File: src/design/iee_stack_mem.sv
// Stack storage: one write port, one read port, registered read data.
// Uses no package items.
`default_nettype none
module iee_stack_mem #(
    parameter int DEPTH = 16,
    parameter int WIDTH = 64
) (
    input  wire logic                     aclk,
    input  wire logic                     we,
    input  wire logic [$clog2(DEPTH)-1:0] waddr,
    input  wire logic [WIDTH-1:0]         wdata,
    input  wire logic [$clog2(DEPTH)-1:0] raddr,
    output logic      [WIDTH-1:0]         rdata
);
    logic [WIDTH-1:0] mem [DEPTH];

    always_ff @(posedge aclk) begin
        if (we) begin
            mem[waddr] <= wdata;
        end
        rdata <= mem[raddr];
    end
endmodule
`default_nettype wire

File: config.mk
export PLATFORM = sky130hd
export DESIGN_NAME = iee_stack_mem
export DESIGN_NICKNAME = d
export VERILOG_FILES = /design/src/design/iee_stack_mem.sv
export SDC_FILE = /design/constraint.sdc
export NUM_CORES = 1
export LEC_CHECK = 0
export BUFFER_PORTS_ARGS = -buffer_cell sky130_fd_sc_hd__buf_2
export CORE_MARGIN = 1.5
export CORE_UTILIZATION = 50
export DETAILED_ROUTE_END_ITERATION = 12
export GPL_TIMING_DRIVEN = 0
export PLACE_DENSITY = 0.67
export RECOVER_POWER = 25
export SLEW_MARGIN = 10
export SYNTH_ARGS = -nofsm -noshare
export SYNTH_HDL_FRONTEND = slang
export SYNTH_SLANG_ARGS = --single-unit
File: constraint.sdc
create_clock -name aclk -period 9.02 [get_ports aclk]
set_input_delay 1.804 -clock aclk [delete_from_list [all_inputs] [get_ports aclk]]
set_output_delay 1.804 -clock aclk [all_outputs]
set_load 0.005 [all_outputs]
==> results.tsv <==
stage	metric	value	unit
run_status	status	finished, final reports clean	
die	Initial Utilization	50.8	%
synthesis	Post-Syn Nets	1721	
die	num ports	138	
route	drt initial violations	2239	
layout	share of cells above drive strength 1	30.3	%
sta	shortest period the worst path allows	3.59	ns
placed_design	Port-buffer cells	135	
route	Post-route DRC	0	
critical_path	Crit-path slowest cell	or3b_2	
power_and_ir_drop	leakage dissipation	14.9	nW
placed_design	GP Congestion	0.723	
clock_network	H-tree depth	3	
synthesis	Synth top area share	77.7	%
clock_network	CTS root buffer	clkbuf_16	
synthesis	syn avg cell area	24.0	um^2
synthesis	Synth cell types	18	
critical_path	CP Capture Type	flop	
critical_path	CP startpoint kind	primary input	
critical_path	WP data required	9.38	ns
route	Via density	5.99	
placed_design	hpwl dp	54500	um
sta	worst clock skew	0.0287	ns
critical_path	CP Cell Sequence	buf_2, or3b_2, nor3_2, buf_6, buf_4, buf_4, buf_6	
hold_path	Hold Crit Class	reg -> reg	
clock_network	Skew-Pair Late Insertion Delay	0.67	ns
clock_network	Clock Tree Buf Depth	3	
die	core area	0.0778	mm^2
clock_network	post-cts sizing count	0	
route	Avg WL per Cell	28.3	um
critical_path	crit path DAT	3.96	ns
global_routing	vias in the first global route	19300	
die	die footprint	0.0809	mm^2
global_routing	grt total ovfl	0	
die	die width	284	um
route	routed vias	18600	
critical_path	Crit Path Max Fanout	9	
synthesis	Synth Cell Area	0.0396	mm^2
synthesis	#FFs+latches synth	1088	
critical_path	WP buf/inv	5	
synthesis	count leader, synth	edfxtp_1	
clock_network	CTS buffer count	108	
synthesis	cell taking the most area after synthesis	edfxtp_1	
synthesis	EDFF count, synth	1024	
critical_path	kind of critical path	in -> reg	
clock_network	hold buffers post-CTS	0	
sta	Max Slew Vio Count	0	
clock_network	CTS tree	yes	
sta	Final Setup Violations	0	
die	DIE HEIGHT	284	um
sta	fin crit share	39.8	%
sta	RSZ-0062 raised after global routing	false	
clock_network	CTS sink cnt	1088	
power_and_ir_drop	Pwr Density	229	mW/mm^2
clock_network	CTS clk-pin slew, worst paths	0.06	ns
die	cell row count	102	
route	Final ANT Viol Nets	0	
synthesis	Synth top cells by count	edfxtp_1, mux4_2, a22oi_1, nand2_1, dfxtp_1	
power_and_ir_drop	Peak supply drop	130	uV
sta	Max Clk Rate	278	MHz
critical_path	Crit path largest cell delay	0.60	ns
global_routing	first-pass GRT wire length	128000	um
synthesis	Post-synth ARST share	0	%
sta	Hold Worst Slack	0.685	ns
sta	final number of hold-violating endpoints	0	
critical_path	cell family with most CP delay	simple AND/OR/NAND/NOR gates	
sta	Worst-Margin Slew	1.07	ns
synthesis	Ys Warns	0	
clock_network	Setup Fix Bufs, Post-CTS	0	
power_and_ir_drop	Total Power	10.6	mW
sta	Max-slew headroom	28.8	%
layout	Nets	2039	
synthesis	Synth area leaders	edfxtp_1, mux4_2, dfxtp_1	
global_routing	total track usage	21.9	%
flow_run	max cap viols	0	
synthesis	Synth Flop Type	edfxtp_1	
layout	Synth-to-Final Area Change	16.8	%
synthesis	synthesized instance count	1647	
global_routing	initial antenna violation count	10	
route	DRT Wirelength	87700	um
route	drt pass-1 iters	6	
global_routing	largest net degree at the start of global routing	23	
synthesis	Seq/Total Area, Yosys	80.9	%
[sequential cells by signal, summed over array words and instances, names as in the netlist]
signal	cells
rdata	64
mem	1024
[worst reg2reg max path, delay by kind of cell (launching register included)]
kind / cells / cell delay, ns
mux: 1 / 0.51
flops: 1 / 0.41
simple gates: 1 / 0.14
compound gates: 1 / 0.28
[placed cells by master, fill, tap and decap left out, types with 10 or more instances in the layout]
master,synthesis,routed
nand2_1,65,65
buf_2,13,102
nor2_4,0,12
bufinv_16,0,10
clkinv_1,0,25
dfxtp_1,64,64
mux4_2,256,256
buf_6,13,27
buf_16,0,11
clkinv_2,0,25
buf_1,16,16
edfxtp_1,1024,1024
a22oi_1,128,128
clkbuf_16,0,110
buf_12,0,25
clkbuf_1,36,105
buf_4,6,29
[worst paths after layout]
kind,start,to,cells after the start,slack [ns]
worst max-delay path,waddr[2],mem[0][40],7,5.43
worst min-delay path,mem[12][11],rdata[11],3,0.68
worst max register to register,mem[6][25],rdata[25],3,7.53
worst min register to register,mem[12][11],rdata[11],3,0.68
[routing by layer]
layer | track usage [%] | part of all wire (%) | vias to the layer above
met5 | 0 | 0.091 | -
met3 | 4.76 | 9.1 | 141
met2 | 34.1 | 48 | 889
li1 | - | - | 7723
met1 | 31.6 | 40 | 9812
met4 | 6.37 | 2.2 | 14
[cell type report]
class | instances | area, um^2
Fill cell | 5513 | 31600
Clock inverter | 68 | 596
Buffer | 84 | 452
Tap cell | 1040 | 1300
Multi-Input combinational cell | 475 | 7210
Antenna cell | 3 | 7.51
Sequential cell | 1088 | 32000
Timing Repair Buffer | 208 | 1750
Clock buffer | 135 | 2870
[stage by stage]
stage	instances	instance area (um^2)	worst slack (ns)	utilization (%)	setup TNS, ns
final	3101	46200	5.43	59.4	0
after global routing	3098	46200	5.37	59.4	0
after CTS	3098	46300	5.43	59.4	0
after detailed placement	2895	42800	4.72	55.0	0
after global placement	2822	41600	-3.71	53.4	-880.47
after floorplan	1647	39600	1.79	-	0
[logic make-up after synthesis]
logic type | share of synthesized area (%)
buffers and inverters | 1.14
and+or+nand+nor | 0.942
DFF | 80.9
AOI/OAI and AO/OA | 2.43
muxes | 14.6
[power by group]
part	internal [mW]	switching (mW)
Clock	2.53	1.85
Combinational	0.211	0.305
Sequential	5.65	0.0299
Total	8.40	2.18
Note: power is estimated with default switching activity, not from simulation.
