**config.mk**
```make
export PLATFORM = sky130hd
export DESIGN_NAME = iee_alu
export DESIGN_NICKNAME = d
export VERILOG_FILES = /design/src/design/iee_pkg.sv /design/src/design/iee_alu.sv
export SDC_FILE = /design/constraint.sdc
export NUM_CORES = 2
export LEC_CHECK = 0
export BUFFER_PORTS_ARGS = -buffer_cell sky130_fd_sc_hd__buf_2
export CORE_UTILIZATION = 45
export CTS_BUF_LIST = sky130_fd_sc_hd__clkbuf_2
export DETAILED_ROUTE_END_ITERATION = 16
export GPL_ROUTABILITY_DRIVEN = 0
export HOLD_SLACK_MARGIN = 0.08
export PLACE_DENSITY = 0.66
export REMOVE_ABC_BUFFERS = 1
export SLEW_MARGIN = 20
export SYNTH_ARGS = -nofsm -noshare
export SYNTH_HDL_FRONTEND = slang
export SYNTH_SLANG_ARGS = --single-unit
```
**constraint.sdc**
```tcl
create_clock -name aclk -period 11.8 [get_ports aclk]
set_clock_uncertainty 0.2 [all_clocks]
set_input_delay 3.54 -clock aclk [delete_from_list [all_inputs] [get_ports aclk]]
set_output_delay 3.54 -clock aclk [all_outputs]
set_load 0.05 [all_outputs]
```
**src/design/iee_pkg.sv**
```systemverilog
// Package for the infix expression evaluator: codes, state types,
// ASCII constants and the shared fixed-point helper functions.
// No dependencies.
`default_nettype none
package iee_pkg;

    localparam int STACK_DEPTH_DEF     = 16;
    localparam int FRAC_BITS_DEF       = 16;
    localparam int MAX_FRAC_DIGITS_DEF = 9;

    localparam logic [2:0] OPC_LPAR  = 3'd0;
    localparam logic [2:0] OPC_ADD   = 3'd1;
    localparam logic [2:0] OPC_SUB   = 3'd2;
    localparam logic [2:0] OPC_MUL   = 3'd3;
    localparam logic [2:0] OPC_DIV   = 3'd4;
    localparam logic [2:0] OPC_OTHER = 3'd5;

    localparam logic [2:0] ST_OK        = 3'd0;
    localparam logic [2:0] ST_DIVZERO   = 3'd1;
    localparam logic [2:0] ST_OVERFLOW  = 3'd2;
    localparam logic [2:0] ST_MALFORMED = 3'd3;
    localparam logic [2:0] ST_EMPTY     = 3'd4;

    localparam logic [7:0] CH_PLUS  = 8'h2B;
    localparam logic [7:0] CH_MINUS = 8'h2D;
    localparam logic [7:0] CH_STAR  = 8'h2A;
    localparam logic [7:0] CH_SLASH = 8'h2F;
    localparam logic [7:0] CH_LPAR  = 8'h28;
    localparam logic [7:0] CH_RPAR  = 8'h29;
    localparam logic [7:0] CH_POINT = 8'h2E;
    localparam logic [7:0] CH_0     = 8'h30;
    localparam logic [7:0] CH_9     = 8'h39;
    localparam logic [7:0] CH_SPACE = 8'h20;
    localparam logic [7:0] CH_TAB   = 8'h09;
    localparam logic [7:0] CH_CR    = 8'h0D;

    localparam logic [63:0] POS_MAX   = 64'h7FFF_FFFF_FFFF_FFFF;
    localparam logic [63:0] NEG_MAG   = 64'h8000_0000_0000_0000;
    localparam logic [63:0] ACC_LIMIT = 64'd1844674407370955160;

    localparam logic [2:0] NF_ACTIVE = 3'd1;
    localparam logic [2:0] NF_POINT  = 3'd2;
    localparam logic [2:0] NF_CLOSED = 3'd4;

    typedef enum logic [1:0] {AK_MUL, AK_DIV, AK_CONV} alu_kind_t;

    typedef struct packed {
        logic      start;
        alu_kind_t kind;
    } alu_req_t;

    typedef enum logic [2:0] {A_IDLE, A_MUL, A_DIV, A_MRND, A_DRND} alu_state_t;

    typedef enum logic [1:0] {LM_RPAR, LM_OP, LM_FINAL} loop_mode_t;

    typedef enum logic [3:0] {
        S_IDLE, S_CHAR, S_CWAIT, S_DISP, S_POST, S_LOOP, S_LTOP,
        S_RED1, S_RED2, S_RWAIT, S_FINISH, S_FRD, S_EMIT
    } ctl_state_t;

    function automatic logic [63:0] sat_from_mag(input logic neg, input logic [63:0] mag,
                                                 input logic over);
        logic [63:0] r;
        if (neg) begin
            r = (over || mag >= NEG_MAG) ? NEG_MAG : (~mag) + 64'd1;
        end else begin
            r = (over || mag > POS_MAX) ? POS_MAX : mag;
        end
        return r;
    endfunction

    function automatic logic [63:0] mag_of(input logic [63:0] v);
        return v[63] ? (~v) + 64'd1 : v;
    endfunction

    function automatic logic [1:0] prec(input logic [2:0] op);
        logic [1:0] p;
        case (op)
            OPC_ADD, OPC_SUB: p = 2'd1;
            OPC_MUL, OPC_DIV: p = 2'd2;
            default:          p = 2'd0;
        endcase
        return p;
    endfunction

    function automatic logic [63:0] pow10(input logic [3:0] k);
        logic [63:0] p;
        case (k)
            4'd0:    p = 64'd1;
            4'd1:    p = 64'd10;
            4'd2:    p = 64'd100;
            4'd3:    p = 64'd1000;
            4'd4:    p = 64'd10000;
            4'd5:    p = 64'd100000;
            4'd6:    p = 64'd1000000;
            4'd7:    p = 64'd10000000;
            4'd8:    p = 64'd100000000;
            4'd9:    p = 64'd1000000000;
            4'd10:   p = 64'd10000000000;
            4'd11:   p = 64'd100000000000;
            4'd12:   p = 64'd1000000000000;
            4'd13:   p = 64'd10000000000000;
            4'd14:   p = 64'd100000000000000;
            default: p = 64'd1000000000000000;
        endcase
        return p;
    endfunction

endpackage
`default_nettype wire

```
**src/design/iee_alu.sv**
```systemverilog
// Iterative arithmetic unit: shift-add multiply (64 steps), restoring divide
// (128 steps) and decimal-to-fixed conversion, each with rounding and saturation.
// Depends on iee_pkg.
`default_nettype none
module iee_alu import iee_pkg::*; #(
    parameter int FRAC_BITS = FRAC_BITS_DEF
) (
    input  wire logic        aclk,
    input  wire logic        aresetn,
    input  wire alu_req_t    req,
    input  wire logic [63:0] a,
    input  wire logic [63:0] b,
    output logic             done,
    output logic [63:0]      result
);
    localparam logic [127:0] HALF = (FRAC_BITS > 0) ? (128'd1 << (FRAC_BITS - 1)) : 128'd0;

    alu_state_t   state_reg, state_next;
    logic [6:0]   cnt_reg;
    logic         neg_reg, over_reg, done_reg;
    logic [63:0]  x_reg, d_reg, r_reg, q_reg, hi_reg, lo_reg, res_reg;
    logic [127:0] dvd_reg;
    logic [64:0]  msum;
    logic [63:0]  rs, rsub, qinc;
    logic         ge;
    logic [127:0] prnd, psh;

    always_comb begin
        msum = {1'b0, hi_reg} + (lo_reg[0] ? {1'b0, x_reg} : 65'd0);
        rs   = {r_reg[62:0], dvd_reg[127]};
        ge   = rs >= d_reg;
        rsub = rs - d_reg;
        qinc = q_reg + 64'd1;
        prnd = {hi_reg, lo_reg} + HALF;
        psh  = prnd >> FRAC_BITS;
        state_next = state_reg;
        case (state_reg)
            A_IDLE: begin
                if (req.start) begin
                    state_next = (req.kind == AK_MUL) ? A_MUL : A_DIV;
                end
            end
            A_MUL:   if (cnt_reg == 7'd63) state_next = A_MRND;
            A_DIV:   if (cnt_reg == 7'd127) state_next = A_DRND;
            A_MRND:  state_next = A_IDLE;
            A_DRND:  state_next = A_IDLE;
            default: state_next = A_IDLE;
        endcase
    end

    always_ff @(posedge aclk) begin
        if (!aresetn) begin
            state_reg <= A_IDLE;
            done_reg  <= 1'b0;
        end else begin
            state_reg <= state_next;
            done_reg  <= (state_reg == A_MRND) || (state_reg == A_DRND);
        end
    end

    always_ff @(posedge aclk) begin
        case (state_reg)
            A_IDLE: begin
                cnt_reg  <= 7'd0;
                over_reg <= 1'b0;
                r_reg    <= 64'd0;
                q_reg    <= 64'd0;
                hi_reg   <= 64'd0;
                if (req.kind == AK_CONV) begin
                    neg_reg <= 1'b0;
                    x_reg   <= a;
                    d_reg   <= b;
                    lo_reg  <= b;
                    dvd_reg <= {64'd0, a} << FRAC_BITS;
                end else begin
                    neg_reg <= a[63] ^ b[63];
                    x_reg   <= mag_of(a);
                    d_reg   <= mag_of(b);
                    lo_reg  <= mag_of(b);
                    dvd_reg <= {64'd0, mag_of(a)} << FRAC_BITS;
                end
            end
            A_MUL: begin
                hi_reg  <= msum[64:1];
                lo_reg  <= {msum[0], lo_reg[63:1]};
                cnt_reg <= cnt_reg + 7'd1;
            end
            A_DIV: begin
                r_reg   <= ge ? rsub : rs;
                dvd_reg <= {dvd_reg[126:0], 1'b0};
                q_reg   <= {q_reg[62:0], ge};
                if (!cnt_reg[6] && ge) begin
                    over_reg <= 1'b1;
                end
                cnt_reg <= cnt_reg + 7'd1;
            end
            A_MRND: res_reg <= sat_from_mag(neg_reg, psh[63:0], |psh[127:64]);
            A_DRND: begin
                if (r_reg >= d_reg - r_reg) begin
                    res_reg <= sat_from_mag(neg_reg, qinc, over_reg || (q_reg == '1));
                end else begin
                    res_reg <= sat_from_mag(neg_reg, q_reg, over_reg);
                end
            end
            default: res_reg <= res_reg;
        endcase
    end

    assign done   = done_reg;
    assign result = res_reg;
endmodule
`default_nettype wire

```
==> flow_summary.ini <==
[outcome]
status = completed

[sta]
max_freq_ghz = 0.121
setup_violations = 0
slew_violations = 0
hold_viol = 0
finalCritPeriodShare = 0.702
timing.final.ws_setup_ns = 3.52
finalCriticalPeriod_ns = 8.28
rsz0062_at_grt = no
slew_headroom = 0.235
worstMarginPinSlew_ns = 1.15

[clocking]
cts.clk_slew.worst_paths_ns = 0.11
clkSinkCount = 573
clkLatencyLatePin_ns = 1.50
post_cts_buffers = 0
cts_made_buffers = 159
cts_buffer_depth = 3
cts-resized-gates = 0
htreeDepth = 4
holdBufCountCts = 0
cts_root_buf = clkbuf_2
cts_tree = yes

[pwr]
p_leak_nw = 21.1
ir_drop_v = 0.0000770
powerDensity_nw_per_um2 = 135
report.power.total_mw = 7.04

[setup_path]
cp_num_cells = 29
critPathCaptureType = register
rr_worst_depth = 29
crit_type = register to register
worst_setup_path_start_kind = register
critPathMostFrequentCell = o21ai_0
cpPeakStageDelay_ns = 0.88
arrival_ns = 9.28
crit_buf_inv = 3
crit_fanout = 93
slowest_stage = buf_4
required_ns = 12.80
critPathTopFamily = compound AO/OA/AOI/OAI gates

[synth]
synth_compound_area_frac = 0.185
synth_edf_count = 569
ys_async_sr_fraction = 0
synth_cell_types = 94
synth-xor-area-share = 0.0877
yosys_register_bits = 573
synth_cells = 5831
yosys.area_share.simple = 0.244
synth.area.mux_share = 0.0163
syn_area_sq_um = 48900
ys.flop_type = edfxtp_1
post_synth_fa_ha_maj_area_fraction = 0.0686
ys_seq_area_frac = 0.351
synth_top_family_by_area = simple AND/OR/NAND/NOR gates
syn_avg_cell_area_sq_um = 8.38
ys_warn_count = 0

[final_layout]
largest_register_ffs = 112
nets = 6303
area_delta_synth_final_pct = 6.88
final_util = 0.486
final_common_cell = nor2_1
layout-drive-gt1-share = 0.103
layout_common_cells = nor2_1 (726), edfxtp_1 (569), a21oi_1 (494)

[grt]
grt_overflow_total = 0
grt_pass1_wl_mm = 235
grt_pass1_vias = 42200
antenna_found_initial = 9
grt_usage = 0.266
grt_start_max_net_pins = 170

[detailed_routing]
wirelength_mm = 150
remaining_drc_errors = 0
vias_per_cell = 6.09
postRouteAntennaNets = 0
num_vias = 45200
drt_pre_antenna_iters = 8
first_iter_violations = 4487
wl_per_cell_microns = 20.3

[placement]
portBuffers = 197
hpwl_mm = 111
dpl_worst_slack_ns = 3.70

[worst_hold_path]
hold_path_class = register to register
whs_path_depth = 1

[run]
cap_violations = 0

[floorplan]
initial_core_util = 0.455
io_pins = 198
die-width_microns = 331
dieArea_sq_um = 110000
core_sq_um = 107000
die_h_microns = 331
rows = 120
-- report_power, final --
| part | leakage [nW] | switching [mW] | internal, mW |
|---|---|---|---|
| logic | 13.9 | 1.69 | 1.03 |
| clock network | 1.09 | 0.927 | 0.602 |
| registers | 6.13 | 0.246 | 2.54 |
| total | 21.1 | 2.86 | 4.17 |
-- cell usage after synthesis, drive strengths merged (153+ instances only) --
master,number,area share
inv,253,0.019
xnor2,283,0.051
xor2,206,0.037
clkbuf,266,0.020
nor2,731,0.057
a21oi,495,0.051
nor3,169,0.018
ha,263,0.067
nand2,476,0.037
nand4,153,0.020
nand3,200,0.021
edfxtp,569,0.35
o21ai,292,0.030
and3,180,0.023
-- per-layer routing --
layer / up-vias / track usage / part of all wire
li1: 21600 / - / -
met1: 21300 / 0.355 / 0.43
met2: 1944 / 0.413 / 0.44
met3: 358 / 0.0478 / 0.079
met4: 14 / 0.139 / 0.051
met5: - / 0 / 0.00054
-- path summary, 6_finish.rpt --
check / from / slack, ns / to
hold reg to reg: dvd_reg[100] / 0.24 / dvd_reg[101]
setup reg to reg: d_reg[0] / 3.52 / result[35]
hold / removal: dvd_reg[100] / 0.24 / dvd_reg[101]
setup / recovery: d_reg[0] / 3.52 / result[35]
-- metrics by stage --
stage | setup TNS (ns) | cells | hold WS [ns] | instance area, sq um
finish | 0 | 7422 | 0.236 | 52200
global route | 0 | 7421 | 0.281 | 52200
CTS | 0 | 7418 | 0.242 | 52200
detailed placement | 0 | 7145 | 0.314 | 50700
global placement | 0 | 7145 | 0.311 | 50700
floorplan | -2168.69 | 5498 | 0.291 | 47500
-- area by class of cell --
cell class / instances / area, sq um
antenna: 3 / 7.51
clock buffer: 224 / 1120
clock inverter: 49 / 330
fill: 10400 / 55100
inverter: 253 / 950
multi-input combinational: 4672 / 29500
sequential: 573 / 17200
tap: 1403 / 1760
timing repair buffer: 245 / 1370
-- logic make-up (layout without fill, tap and decap cells) --
| family | Yosys count | in the layout |
|---|---|---|
| simple gates | 2397 | 2397 |
| compound gates | 1444 | 1444 |
| buf+inv | 586 | 771 |
| flops | 573 | 573 |
| xor+xnor | 489 | 489 |
| fa+ha+maj | 266 | 266 |
| mux | 76 | 76 |
| other cells | 0 | 3 |
No activity file was read; power rests on OpenSTA's default activity.
